$ cat src/rtl/llsp_pkg.sv
package llsp_pkg;

  localparam int NUM_SERVERS_DEF = 8;
  localparam int RESULT_LIMIT    = 8;
  localparam int LOAD_W          = 16;
  localparam int IDX_W           = 3;
  localparam int CNT_W           = 4;
  localparam int CMD_W           = 2;
  localparam int QUEUE_DEPTH     = 2;
  localparam int QPTR_W          = $clog2(QUEUE_DEPTH);
  localparam int QCNT_W          = $clog2(QUEUE_DEPTH + 1);

  localparam logic [LOAD_W-1:0] UNAVAIL_LOAD = 16'hFFFF;
  localparam logic [CNT_W-1:0]  COUNT_RESET  = 4'd8;

  localparam logic [CMD_W-1:0] CMD_REPORT = 2'd0;
  localparam logic [CMD_W-1:0] CMD_PICK   = 2'd1;
  localparam logic [CMD_W-1:0] CMD_DUMP   = 2'd2;

  typedef struct packed {
    logic [CMD_W-1:0]  cmd;
    logic [IDX_W-1:0]  server_index;
    logic [LOAD_W-1:0] load_value;
  } in_req_t;

  typedef struct packed {
    logic [IDX_W-1:0]  server_index_res;
    logic [LOAD_W-1:0] load_value_res;
    logic              available;
    logic              last;
  } out_res_t;

  // classified request held in the queue
  typedef struct packed {
    logic [CMD_W-1:0]  kind;
    logic [IDX_W-1:0]  idx;
    logic [LOAD_W-1:0] load;
  } op_t;

  // queue status seen by both sides
  typedef struct packed {
    logic full;
    logic empty;
  } q_stat_t;

endpackage

$ cat src/rtl/llsp_front.sv
module llsp_front #(
  parameter int NUM_SERVERS = llsp_pkg::NUM_SERVERS_DEF
) (
  input  logic                          clk,
  input  logic                          rst_n,
  input  logic                          cfg_wr_en,
  input  logic [llsp_pkg::CNT_W-1:0]    cfg_wr_data,
  input  logic                          in_valid,
  output logic                          in_stall,
  input  llsp_pkg::in_req_t             in_data,
  input  llsp_pkg::q_stat_t             q_stat,
  output logic                          q_push,
  output llsp_pkg::op_t                 q_op,
  output logic [llsp_pkg::CNT_W-1:0]    active_n
);

  localparam int DEPTH = (NUM_SERVERS < llsp_pkg::RESULT_LIMIT) ?
                         NUM_SERVERS : llsp_pkg::RESULT_LIMIT;
  localparam logic [llsp_pkg::CNT_W-1:0] DEPTH_C = llsp_pkg::CNT_W'(DEPTH);

  logic [llsp_pkg::CNT_W-1:0] server_count_r;
  logic                       accept;
  logic                       keep;

  always_ff @(posedge clk) begin
    if (!rst_n) begin
      server_count_r <= llsp_pkg::COUNT_RESET;
    end else if (cfg_wr_en) begin
      server_count_r <= cfg_wr_data;
    end
  end

  // zero counts as one, larger values saturate at the table depth
  always_comb begin
    if (server_count_r == '0) begin
      active_n = llsp_pkg::CNT_W'(1);
    end else if (server_count_r > DEPTH_C) begin
      active_n = DEPTH_C;
    end else begin
      active_n = server_count_r;
    end
  end

  assign in_stall = q_stat.full;
  assign accept   = in_valid && !q_stat.full;

  // reports out of range and unused codes are dropped here
  always_comb begin
    case (in_data.cmd)
      llsp_pkg::CMD_REPORT: keep = ({1'b0, in_data.server_index} < active_n);
      llsp_pkg::CMD_PICK:   keep = 1'b1;
      llsp_pkg::CMD_DUMP:   keep = 1'b1;
      default:              keep = 1'b0;
    endcase
  end

  assign q_push    = accept && keep;
  assign q_op.kind = in_data.cmd;
  assign q_op.idx  = in_data.server_index;
  assign q_op.load = in_data.load_value;

endmodule

$ cat src/rtl/llsp_queue.sv
module llsp_queue (
  input  logic              clk,
  input  logic              rst_n,
  input  logic              push,
  input  llsp_pkg::op_t     push_op,
  input  logic              pop,
  output llsp_pkg::op_t     pop_op,
  output llsp_pkg::q_stat_t stat
);

  localparam logic [llsp_pkg::QCNT_W-1:0] FULL_C =
    llsp_pkg::QCNT_W'(llsp_pkg::QUEUE_DEPTH);

  llsp_pkg::op_t                entry_r [llsp_pkg::QUEUE_DEPTH];
  logic [llsp_pkg::QPTR_W-1:0]  wr_ptr_r;
  logic [llsp_pkg::QPTR_W-1:0]  rd_ptr_r;
  logic [llsp_pkg::QCNT_W-1:0]  cnt_r;
  logic [llsp_pkg::QCNT_W-1:0]  cnt_nxt;
  logic                         do_push;
  logic                         do_pop;

  assign stat.full  = (cnt_r == FULL_C);
  assign stat.empty = (cnt_r == '0);
  assign do_push    = push && !stat.full;
  assign do_pop     = pop && !stat.empty;
  assign pop_op     = entry_r[rd_ptr_r];

  always_comb begin
    cnt_nxt = cnt_r;
    if (do_push && !do_pop) begin
      cnt_nxt = cnt_r + 1'b1;
    end else if (do_pop && !do_push) begin
      cnt_nxt = cnt_r - 1'b1;
    end
  end

  always_ff @(posedge clk) begin
    if (!rst_n) begin
      wr_ptr_r <= '0;
      rd_ptr_r <= '0;
      cnt_r    <= '0;
    end else begin
      if (do_push) begin
        wr_ptr_r <= wr_ptr_r + 1'b1;
      end
      if (do_pop) begin
        rd_ptr_r <= rd_ptr_r + 1'b1;
      end
      cnt_r <= cnt_nxt;
    end
  end

  always_ff @(posedge clk) begin
    if (do_push) begin
      entry_r[wr_ptr_r] <= push_op;
    end
  end

endmodule

$ cat src/rtl/llsp_back.sv
module llsp_back #(
  parameter int NUM_SERVERS = llsp_pkg::NUM_SERVERS_DEF
) (
  input  logic                       clk,
  input  logic                       rst_n,
  input  logic [llsp_pkg::CNT_W-1:0] active_n,
  input  llsp_pkg::q_stat_t          q_stat,
  input  llsp_pkg::op_t              q_op,
  output logic                       q_pop,
  output logic                       out_valid,
  input  logic                       out_stall,
  output llsp_pkg::out_res_t         out_data
);

  localparam int DEPTH  = (NUM_SERVERS < llsp_pkg::RESULT_LIMIT) ?
                          NUM_SERVERS : llsp_pkg::RESULT_LIMIT;
  localparam int TBL_IW = (DEPTH > 1) ? $clog2(DEPTH) : 1;

  typedef enum logic [3:0] {
    ST_IDLE    = 4'b0001,
    ST_SCAN    = 4'b0010,
    ST_RESOLVE = 4'b0100,
    ST_DUMP    = 4'b1000
  } state_t;

  state_t                           state_r, state_nxt;
  logic [llsp_pkg::LOAD_W-1:0]      tbl_r [DEPTH];
  logic [llsp_pkg::CNT_W-1:0]       ptr_r, ptr_nxt;
  logic [llsp_pkg::IDX_W-1:0]       best_r, best_nxt;
  logic [llsp_pkg::LOAD_W-1:0]      best_load_r, best_load_nxt;
  logic                             out_valid_r, out_valid_nxt;
  llsp_pkg::out_res_t               out_data_r, out_data_nxt;
  logic [llsp_pkg::LOAD_W-1:0]      rd_data;
  logic                             out_free;
  logic                             tbl_we;
  logic [TBL_IW-1:0]                tbl_wa;
  logic [llsp_pkg::LOAD_W-1:0]      tbl_wd;
  logic                             best_avail;
  logic                             dump_last;

  assign rd_data    = tbl_r[ptr_r[TBL_IW-1:0]];
  assign out_free   = !out_valid_r || !out_stall;
  assign best_avail = (best_load_r != llsp_pkg::UNAVAIL_LOAD);
  assign dump_last  = ((ptr_r + 1'b1) == active_n);
  assign out_valid  = out_valid_r;
  assign out_data   = out_data_r;

  always_comb begin
    state_nxt     = state_r;
    ptr_nxt       = ptr_r;
    best_nxt      = best_r;
    best_load_nxt = best_load_r;
    out_valid_nxt = out_valid_r && out_stall;
    out_data_nxt  = out_data_r;
    q_pop         = 1'b0;
    tbl_we        = 1'b0;
    tbl_wa        = q_op.idx[TBL_IW-1:0];
    tbl_wd        = q_op.load;
    case (state_r)
      ST_IDLE: begin
        if (!q_stat.empty) begin
          q_pop = 1'b1;
          case (q_op.kind)
            llsp_pkg::CMD_REPORT: begin
              tbl_we = 1'b1;
            end
            llsp_pkg::CMD_PICK: begin
              best_nxt      = '0;
              best_load_nxt = tbl_r[0];
              ptr_nxt       = llsp_pkg::CNT_W'(1);
              state_nxt     = ST_SCAN;
            end
            llsp_pkg::CMD_DUMP: begin
              ptr_nxt   = '0;
              state_nxt = ST_DUMP;
            end
            default: begin
            end
          endcase
        end
      end
      ST_SCAN: begin
        // one entry per cycle, strict compare keeps the lowest index on ties
        if (ptr_r < active_n) begin
          if (rd_data < best_load_r) begin
            best_nxt      = ptr_r[llsp_pkg::IDX_W-1:0];
            best_load_nxt = rd_data;
          end
          ptr_nxt = ptr_r + 1'b1;
        end else begin
          state_nxt = ST_RESOLVE;
        end
      end
      ST_RESOLVE: begin
        if (out_free) begin
          tbl_wa = best_r[TBL_IW-1:0];
          tbl_wd = best_load_r + 1'b1;
          tbl_we = best_avail;
          out_valid_nxt                 = 1'b1;
          out_data_nxt.server_index_res = best_r;
          out_data_nxt.load_value_res   = best_avail ? tbl_wd : best_load_r;
          out_data_nxt.available        = best_avail;
          out_data_nxt.last             = 1'b1;
          state_nxt                     = ST_IDLE;
        end
      end
      ST_DUMP: begin
        if (out_free) begin
          out_valid_nxt                 = 1'b1;
          out_data_nxt.server_index_res = ptr_r[llsp_pkg::IDX_W-1:0];
          out_data_nxt.load_value_res   = rd_data;
          out_data_nxt.available        = (rd_data != llsp_pkg::UNAVAIL_LOAD);
          out_data_nxt.last             = dump_last;
          ptr_nxt                       = ptr_r + 1'b1;
          if (dump_last) begin
            state_nxt = ST_IDLE;
          end
        end
      end
      default: begin
        state_nxt = ST_IDLE;
      end
    endcase
  end

  always_ff @(posedge clk) begin
    if (!rst_n) begin
      state_r     <= ST_IDLE;
      out_valid_r <= 1'b0;
      ptr_r       <= '0;
      for (int i = 0; i < DEPTH; i++) begin
        tbl_r[i] <= llsp_pkg::UNAVAIL_LOAD;
      end
    end else begin
      state_r     <= state_nxt;
      out_valid_r <= out_valid_nxt;
      ptr_r       <= ptr_nxt;
      if (tbl_we) begin
        tbl_r[tbl_wa] <= tbl_wd;
      end
    end
  end

  always_ff @(posedge clk) begin
    best_r      <= best_nxt;
    best_load_r <= best_load_nxt;
    out_data_r  <= out_data_nxt;
  end

  a_scan_ptr_bound: assert property (@(posedge clk) disable iff (!rst_n)
    (state_r == ST_SCAN) |-> (ptr_r <= active_n))
    else $error("scan pointer ran past the active count");

  a_best_behind_ptr: assert property (@(posedge clk) disable iff (!rst_n)
    (state_r == ST_SCAN) |-> ({1'b0, best_r} < ptr_r))
    else $error("best candidate not behind scan pointer");

  a_dump_ends: assert property (@(posedge clk) disable iff (!rst_n)
    (state_r == ST_DUMP && out_free && dump_last) |=>
      (state_r == ST_IDLE && out_valid_r && out_data_r.last))
    else $error("dump did not end with a last result");

  a_pop_only_idle: assert property (@(posedge clk) disable iff (!rst_n)
    q_pop |-> (state_r == ST_IDLE && !q_stat.empty))
    else $error("queue popped outside idle");

endmodule

$ cat src/rtl/least_loaded_server_picker_unit.sv
// least-loaded server picker: a table of one 16-bit load per server
// request channel: in_valid / in_stall / in_data (cmd, server_index, load_value)
//   report writes a server's load, pick returns the least loaded server and
//   bumps its load, dump streams every in-use entry with last on the final one
// result channel: out_valid / out_stall / out_data, one registered result slot
// config: cfg_wr_en / cfg_wr_data set server_count, write only while idle
// a front end takes requests into a two-entry queue; the back end owns the
// table and works one request at a time
// report: written into the table by the back end, no result
// pick: a scan compares one table entry per cycle up to the active count,
//   then the resolve state registers the result once the slot is free
// dump: after idle takes the command, one result per cycle while the slot is free
// reset: every load reads 0xFFFF (unavailable), server_count is 8, queue empty
// a stalled result holds the slot; the back end waits, the queue fills and
// then in_stall rises
module least_loaded_server_picker_unit #(
  parameter int NUM_SERVERS = llsp_pkg::NUM_SERVERS_DEF
) (
  input  logic                       clk,
  input  logic                       rst_n,
  input  logic                       cfg_wr_en,
  input  logic [llsp_pkg::CNT_W-1:0] cfg_wr_data,
  input  logic                       in_valid,
  output logic                       in_stall,
  input  llsp_pkg::in_req_t          in_data,
  output logic                       out_valid,
  input  logic                       out_stall,
  output llsp_pkg::out_res_t         out_data
);

  llsp_pkg::q_stat_t          q_stat;
  logic                       q_push;
  logic                       q_pop;
  llsp_pkg::op_t              push_op;
  llsp_pkg::op_t              pop_op;
  logic [llsp_pkg::CNT_W-1:0] active_n;

  llsp_front #(
    .NUM_SERVERS (NUM_SERVERS)
  ) u_front (
    .clk         (clk),
    .rst_n       (rst_n),
    .cfg_wr_en   (cfg_wr_en),
    .cfg_wr_data (cfg_wr_data),
    .in_valid    (in_valid),
    .in_stall    (in_stall),
    .in_data     (in_data),
    .q_stat      (q_stat),
    .q_push      (q_push),
    .q_op        (push_op),
    .active_n    (active_n)
  );

  llsp_queue u_queue (
    .clk     (clk),
    .rst_n   (rst_n),
    .push    (q_push),
    .push_op (push_op),
    .pop     (q_pop),
    .pop_op  (pop_op),
    .stat    (q_stat)
  );

  llsp_back #(
    .NUM_SERVERS (NUM_SERVERS)
  ) u_back (
    .clk       (clk),
    .rst_n     (rst_n),
    .active_n  (active_n),
    .q_stat    (q_stat),
    .q_op      (pop_op),
    .q_pop     (q_pop),
    .out_valid (out_valid),
    .out_stall (out_stall),
    .out_data  (out_data)
  );

endmodule
$ cat config.mk
export PLATFORM = sky130hd
export DESIGN_NAME = least_loaded_server_picker_unit
export DESIGN_NICKNAME = d
export VERILOG_FILES = /design/src/rtl/llsp_pkg.sv /design/src/rtl/llsp_front.sv /design/src/rtl/llsp_queue.sv /design/src/rtl/llsp_back.sv /design/src/rtl/least_loaded_server_picker_unit.sv
export SDC_FILE = /design/constraint.sdc
export NUM_CORES = 1
export LEC_CHECK = 0
export ABC_AREA = 1
export BUFFER_PORTS_ARGS = -buffer_cell sky130_fd_sc_hd__buf_2
export CORE_UTILIZATION = 55
export CTS_CLUSTER_DIAMETER = 50
export DETAILED_ROUTE_END_ITERATION = 8
export PLACE_DENSITY = 0.8
export SYNTH_ARGS = -nofsm -noshare
export SYNTH_HDL_FRONTEND = slang
export SYNTH_SLANG_ARGS = --single-unit
$ cat constraint.sdc
create_clock -name clk -period 9.3 [get_ports clk]
set_input_delay 0.93 -clock clk [delete_from_list [all_inputs] [get_ports clk]]
set_output_delay 0.93 -clock clk [all_outputs]
set_load 0.05 [all_outputs]
; ---- After elaboration in Yosys (flattened, before gate mapping)
; Memory sizes are Yosys's and may differ from the RTL's. A register that Yosys moved wholly into a read port is not among the register bits.
; Index checks and enable logic that the tools add are counted.
[totals]
mem_bits_rw = 170
regBits = 57
in_bits = 30
output_inout_bits = 23
mem_count = 2
elab_cells = 131
[memory_table]
columns = name, depth, width, read_ports, rd_ports_with_merged_regs, wr, line
row1 = u_back.tbl_r, 8, 16, 2, 1, 8, llsp_back.sv:27  ; logic [llsp_pkg::LOAD_W-1:0] tbl_r [DEPTH];
row2 = u_queue.entry_r, 2, 21, 1, 1, 1, llsp_queue.sv:14  ; llsp_pkg::op_t entry_r [llsp_pkg::QUEUE_DEPTH];
[classes]
reduce_logical = 29
muxes = 56
n_lt_le_gt_ge = 4
n_eq_ne = 21
addsub = 6
[ops]
columns = op, n
row1 = 16-bit 2-to-1 mux, 8
row2 = 21-bit 2-to-1 mux, 2
row3 = 21-bit case mux with 2 select lines, 1
row4 = 4-bit 2-to-1 mux, 10
row5 = 16-bit != test (second input constant), 2
row6 = 16-bit case mux with 2 select lines, 1
row7 = 3-bit 2-to-1 mux, 9
row8 = 16-bit by 1-bit adder with 16-bit output (second input constant), 1
row9 = 16-bit less-than comparator, 1
row10 = 1-bit 2-to-1 mux, 16
row11 = 4-bit case mux with 2 select lines, 2
row12 = 4-bit case mux with 4 select lines, 1
row13 = 16-bit OR reduction, 1
row14 = 4-bit case mux with 3 select lines, 1
row15 = 2-bit by 1-bit != test with 1-bit output (second input constant), 5
row16 = 5-bit AND reduction, 2
row17 = 1-bit logical AND, 7
row18 = 2-bit == test (second input constant), 3
row19 = 1-bit logical NOT, 6
row20 = 2-bit logical NOT, 3
row21 = 2-bit != test (second input constant), 3
row22 = 3-bit case mux with 2 select lines, 1
row23 = 6-bit AND reduction, 1
row24 = 2-bit nonzero test, 3
row25 = 21 further kinds, 26

; ---- Depth between registers and ports, before layout
; Gate-level depths: netlist of run 1.
[logic_depth]
ltp_word = 11
ltp_mapped = 17
mapped_depth_nobuf = 15

; ---- Hierarchy
; From an unflattened synthesis of run 1, not the netlist that was laid out.
[unflattened]
hier_cells = 1093
area_unflattened_um2 = 11566.1
[by_module_without_submodules]
columns = mod, seq_area_each_um2, cells_per_inst, area_per_inst_um2, instances
row1 = llsp_back, 5285.1, 924, 9342.7, 1
row2 = llsp_queue, 1361.3, 103, 1764.2, 1
row3 = llsp_front, 80.1, 66, 459.2, 1

; ---- Worst setup path before layout of run 1
; OpenSTA, ideal clock, no wires.
[synth_path]
path_kind = flip-flop to flip-flop
startpoint = register (tool-made name)
endpoint = memory u_back.tbl_r[0][0] (netlist name) (enable)
t_arrival_ns = 3.017
stages_incl_launch_ff = 11
slack_ns = 5.871
setup_ns = 0.411
t_required_ns = 8.889
period_less_slack_ns = 3.429
cell_sequence = dfxtp_1 inv_1 clkbuf_1 clkbuf_1 or2_2 o21ai_0 ha_1 nand2_1 a21oi_4 nand2_4 o21ai_0
[synth_lines]
columns = item, line
row1 = "end, declared", llsp_back.sv:27

==> results.toml, run 1 <==
[yosys]
yosysMostFrequentCell = "nand2_1"
postSynthCellCount = 1074
synth-xor-area-share = 0.0136
synth_compound_area_frac = 0.111
synth_area_leaders = "edfxtp_1 58%, nand2_1 8.9%, o21ai_0 5.5%"
ys_seq_elements = 231
synthTopCellsByCount = "258 x nand2_1, 210 x edfxtp_1, 121 x o21ai_0"
ys_async_sr_fraction = 0
synth_top_area_share = 0.577
synth_nets = 1133
synth_top_family_by_area = "simple AND/OR/NAND/NOR gates"
yosys.area.top_type = "edfxtp_1"
yosys_most_used_dff = "edfxtp_1"
synth.area.mux_share = 0
synth_cell_types = 41
synth_fa_ha_area_frac = 0.0332
synth.avg_cell_area_um2 = 10.2
yosysWarnings = 0
synthSimpleGateAreaFrac = 0.174
synth-edff-count = 210
seq_area_frac_synth = 0.615
netlist_area_um2 = 10900

[detailed_routing]
ant_nets = 0
drtIter0Drc = 777
first_pass_iters = 5
drc = 0
via_per_inst = 5.80
wl_per_cell_um = 18.9
via_count = 8157
routed_wl_um = 26600

[sta]
fin_ws_ns = 4.78
fmax_ghz = 0.221
layout_min_cycle_time_ns = 4.52
setup_viol = 0
hold_violations = 0
rsz0062_at_grt = "false"
slew_violations = 0
worst_slew_pin_slew_ns = 1.17
whs_ns = 0.468
fin_tns_setup_ns = 0
max_slew_margin = 0.218
fin_skew_ns = 0.0116
fin_crit_sh = 0.486

[setup_path]
path_cells = "buf_4 > inv_2 > o21ai_0 > o22ai_1 > inv_1 > o21ai_0 > ha_1 > a21oi_1 > o21ai_0 > nor4_1 > nand2_1 > a21oi_2"
cpMaxStageDelayCell = "a21oi_2"
r2r_cells = 12
path_class = "register to register"
cp-end-kind = "register"
critPathBufInv = 3
slowest_delay_ns = 0.91
crit_top_cell = "o21ai_0"
cpLargestDelayFamily = "compound AO/OA/AOI/OAI gates"
crit_fanout = 65
start_kind = "register"
reg2reg_slack_ns = 4.78
timing.rr.end = "u_back.best_load_r[6]$_DFFE_PP_"
critical_path_required_ns = 9.43
cp.arrival_ns = 4.66

[place]
gp_congestion = 0.928
place_inst = 1360
placed_area_um2 = 11400
place_worst_setup_slack_ns = 5.00
io_buffers = 52
hpwlAfterDp_um = 17400

[floorplan]
io_pins = 53
die_w_um = 143
fp-row-count = 51
coreArea_um2 = 19500
die_area_um2 = 20500
die_h_um = 143
floorplan.initialDensity = 0.562

[cts]
cts_buffer_depth = 3
cts-resized-gates = 0
clk_pin_slew_worst_paths_ns = 0.06
hold_buffers = 0
cts.htree.levels = 1
numCtsBuffers = 27
insertion_delay_ns = 0.53
cts_tree = "built"
clock-root-buffer = "clkbuf_16"
cts_setup_buffers = 0
clock-sinks = 231

[power_and_ir_drop]
vdd_drop_max_mv = 0.222
leakage_nw = 4.39
power_density_nw_per_um2 = 264

[global_routing]
antenna_found_initial = 0
grt_pass1_vias = 7988
groute.usage.overall = 0.267
grt_pass1_wl_um = 41500
grt_max_degree = 66
grt-ovfl-total = 0

[worst_hold_path]
worstHoldStart = "u_queue.rd_ptr_r$_SDFFE_PN0P_"
hold_class = "register to register"
hold_depth = 1

[layout]
final_nets = 1183
seqCellArea_um2 = 6730
multi_input_area_um2 = 3630
syn_to_final_growth_pct = 11.8
fillCellCount = 1501
stdcell_count = 1406
drive_gt1_frac = 0.124
antennaDiodeCount = 0
stdcell_area_um2 = 12200

[run]
maxCapViolCount = 0

[outcome]
status = "finished clean"
==> layout by cell type, fill, tap and decap left out, types with 20 or more instances in the layout <==
master / Yosys / routed
dfxtp_1: 21 / 20
nand2_1: 258 / 258
buf_2: 5 / 52
edfxtp_1: 210 / 210
inv_1: 85 / 85
o21ai_1: 16 / 24
nand3_1: 36 / 36
clkbuf_16: 0 / 27
ha_1: 29 / 29
o21ai_0: 121 / 113
nor2_1: 111 / 109
a21oi_1: 26 / 25
==> metrics by stage <==
| step | util | power [mW] |
|---|---|---|
| final | 0.629 | 3.23 |
| after global routing | 0.629 | 3.38 |
| after CTS | 0.629 | 3.23 |
| after detailed placement | 0.585 | 2.23 |
| after global placement | 0.585 | 2.20 |
| after floorplan | - | 1.96 |
==> where the power goes <==
group / internal [mW] / switching (mW)
clock network: 0.589 / 0.409
logic: 0.238 / 0.708
registers: 1.24 / 0.0512
total: 2.07 / 1.17
==> sequential cells by signal, summed over array words and instances, names as in the netlist, named ones only <==
name                    flops
u_back.best_load_r         16
u_back.best_r               3
u_back.out_data            21
u_back.out_valid            1
u_back.ptr_r                4
u_back.state_r              4
u_back.tbl_r              128
u_front.server_count_r      4
u_queue.cnt_r               2
u_queue.entry_r            42
u_queue.rd_ptr_r            1
u_queue.wr_ptr_r            1
==> kinds of logic (layout without fill, tap and decap cells) <==
kind of cell | after synthesis | after routing
simple gates | 448 | 448
buf+inv | 136 | 203
compound gates | 213 | 213
fa+ha+maj | 29 | 29
flops | 231 | 231
xor+xnor | 17 | 17
==> worst max-delay path by stage <==
| stage | endpoint | cells after the start | start | slack [ns] |
|---|---|---|---|---|
| finish | u_back.best_load_r[6]$_DFFE_PP_ | 12 | register | 4.78 |
| floorplan | u_back.tbl_r[0][0]$_SDFFCE_PN1P_ | 10 | register | 5.87 |
| global placement | u_back.best_load_r[7]$_DFFE_PP_ | 12 | register | 5.19 |
| CTS | u_back.best_load_r[6]$_DFFE_PP_ | 12 | register | 4.89 |
| detailed placement | u_back.best_load_r[8]$_DFFE_PP_ | 12 | register | 5.00 |
| global route | u_back.best_load_r[6]$_DFFE_PP_ | 12 | register | 4.39 |
==> cell type report <==
class,instances,share of cell area
Clock inverter,14,0.0118
Inverter,92,0.0282
Sequential cell,231,0.550
Multi-Input combinational cell,707,0.297
Tap cell,265,0.0271
Clock buffer,32,0.0568
Timing Repair Buffer,65,0.0293
==> routing by layer <==
layer | vias to the layer above | global-route usage | wire length, um
met4 | 0 | 0.0990 | 973
met2 | 387 | 0.450 | 12900
met1 | 3889 | 0.353 | 10500
met3 | 72 | 0.0366 | 2200
met5 | - | 0 | 0
li1 | 3809 | - | -
(Power assumes the default switching activity.)
==> run 2, diff against run 1 <==
==> constraint.sdc (replaced) <==
create_clock -name clk -period 4.7 [get_ports clk]
set_input_delay 0.47 -clock clk [delete_from_list [all_inputs] [get_ports clk]]
set_output_delay 0.47 -clock clk [all_outputs]
set_load 0.05 [all_outputs]
==> results.toml, run 2 (synthesis gave the netlist of run 1 again) <==
[run]
maxCapViolCount = 0

[place]
hpwlAfterDp_um = 16400
gp_congestion = 0.894
io_buffers = 52

[setup_path]
cpMaxStageDelayCell = "inv_2"
path_class = "register to register"
critical_path_required_ns = 4.93
crit_top_cell = "nand2_1"
path_cells = "inv_2 > o21ai_0 > o221ai_1 > nand2_1 > inv_1 > ha_1 > a21oi_1 > nor2_1 > a211oi_1 > nand2_1 > nand2_1 > nand2_1 > a21oi_2 > buf_4"
crit_fanout = 64
slowest_delay_ns = 0.70
cp.arrival_ns = 3.95
start_kind = "register"
cp-end-kind = "register"

[cts]
clk_pin_slew_worst_paths_ns = 0.06
cts_tree = "built"
cts-resized-gates = 0
cts_setup_buffers = 0
insertion_delay_ns = 0.54
clock-sinks = 231
cts.htree.levels = 1
clock-root-buffer = "clkbuf_16"
cts_buffer_depth = 3
hold_buffers = 0
numCtsBuffers = 27

[floorplan]
die_w_um = 143
die_h_um = 143
floorplan.initialDensity = 0.562
die_area_um2 = 20500
io_pins = 53
coreArea_um2 = 19500
fp-row-count = 51

[detailed_routing]
via_per_inst = 5.63
wl_per_cell_um = 17.7
first_pass_iters = 7
routed_wl_um = 24900
via_count = 7961
ant_nets = 0
drtIter0Drc = 769
drc = 0

[global_routing]
grt_pass1_vias = 7664
antenna_found_initial = 0
groute.usage.overall = 0.250
grt-ovfl-total = 0
grt_pass1_wl_um = 38700
grt_max_degree = 65

[power_and_ir_drop]
leakage_nw = 4.46
pwr-share-comb = 0.282
p_total_mw = 6.62
switching_power_mw = 2.32
power_density_nw_per_um2 = 536
pwr-share-clk = 0.334
cellInternalPower_mw = 4.31
vdd_drop_max_mv = 0.295
sequentialPowerShare = 0.384
p_sw_frac = 0.350

[outcome]
status = "finished clean"

[sta]
hold_violations = 0
rsz0062_at_grt = "false"
max_slew_margin = 0.212
fin_skew_ns = 0.0258
fmax_ghz = 0.269
fin_crit_sh = 0.792
layout_min_cycle_time_ns = 3.72
whs_ns = 0.114
slew_violations = 0
fin_tns_setup_ns = 0
worst_slew_pin_slew_ns = 1.18
setup_viol = 0

[layout]
final_nets = 1186
seqCellArea_um2 = 6730
final_common_cell = "nand2_1"
largest_reg_flops = 128
fillCellCount = 1432
drive_gt1_frac = 0.129
final_cell_mix = "258 x nand2_1, 210 x edfxtp_1, 113 x o21ai_0"
top_register = "u_back.tbl_r"
fin_util = 0.635
multi_input_area_um2 = 3630
syn_to_final_growth_pct = 13.1
antennaDiodeCount = 0

[worst_hold_path]
hold_class = "input pin to register"
[run 2: changes by cell type in the layout (fill, tap and decap cells not counted), sizes merged]
cell / before / now
clkinvlp: 0 / 1
inv: 91 / 93
buf: 65 / 68
clkinv: 13 / 8
bufinv: 2 / 5
clkbuf: 32 / 35
[run 2: critical path: cells and delay by family, from the launching register on]
kind,cells,cell delay [ns]
AO/OA/AOI/OAI,5,1.21
AND/OR/NAND/NOR,5,0.51
buffers and inverters,3,1.11
flip-flops,1,0.32
adder cells (fa/ha/maj),1,0.24
[run 2: power groups by stage]
stage | clock [mW] | sequential, mW | combinational, mW
after floorplan | 0 | 2.61 | 1.27
after global routing | 2.29 | 2.56 | 2.05
after CTS | 2.21 | 2.54 | 1.85
final | 2.21 | 2.54 | 1.87
after global placement | 0 | 2.57 | 1.79
after detailed placement | 0 | 2.58 | 1.83
[run 2: final timing paths]
path              cells past startpoint  slack, ns                          start                              end
setup / recovery                     14       0.98                       register  u_back.best_load_r[2]$_DFFE_PP_
hold / removal                        1       0.11                     in_data[6]  u_queue.entry_r[0][6]$_DFFE_PP_
setup reg to reg                     14       0.98                       register  u_back.best_load_r[2]$_DFFE_PP_
hold reg to reg                       1       0.47  u_queue.rd_ptr_r$_SDFFE_PN0P_                         register
[run 2: layout make-up]
class | instances | area share
tap | 265 | 0.0268
clock inverter | 15 | 0.0180
timing repair buffer | 68 | 0.0308
sequential | 231 | 0.544
multi-input combinational | 707 | 0.294
clock buffer | 35 | 0.0588
inverter | 92 | 0.0279
[run 2: metal layers]
layer,GRT usage,wire length (um),vias to the layer above
met2,0.425,12200,348
met4,0.0985,869,0
met3,0.0359,1760,71
met1,0.321,10100,3721
met5,0,0,-
li1,-,-,3821
[run 2: stage by stage]
stage	cell area, um2	cells	setup slack, ns
6_report	12400	1413	0.978
2_1_floorplan	10900	1074	1.27
4_1_cts	12400	1413	1.04
3_5_place_dp	11400	1363	1.06
3_3_place_gp	11400	1363	1.16
5_1_grt	12400	1413	0.670
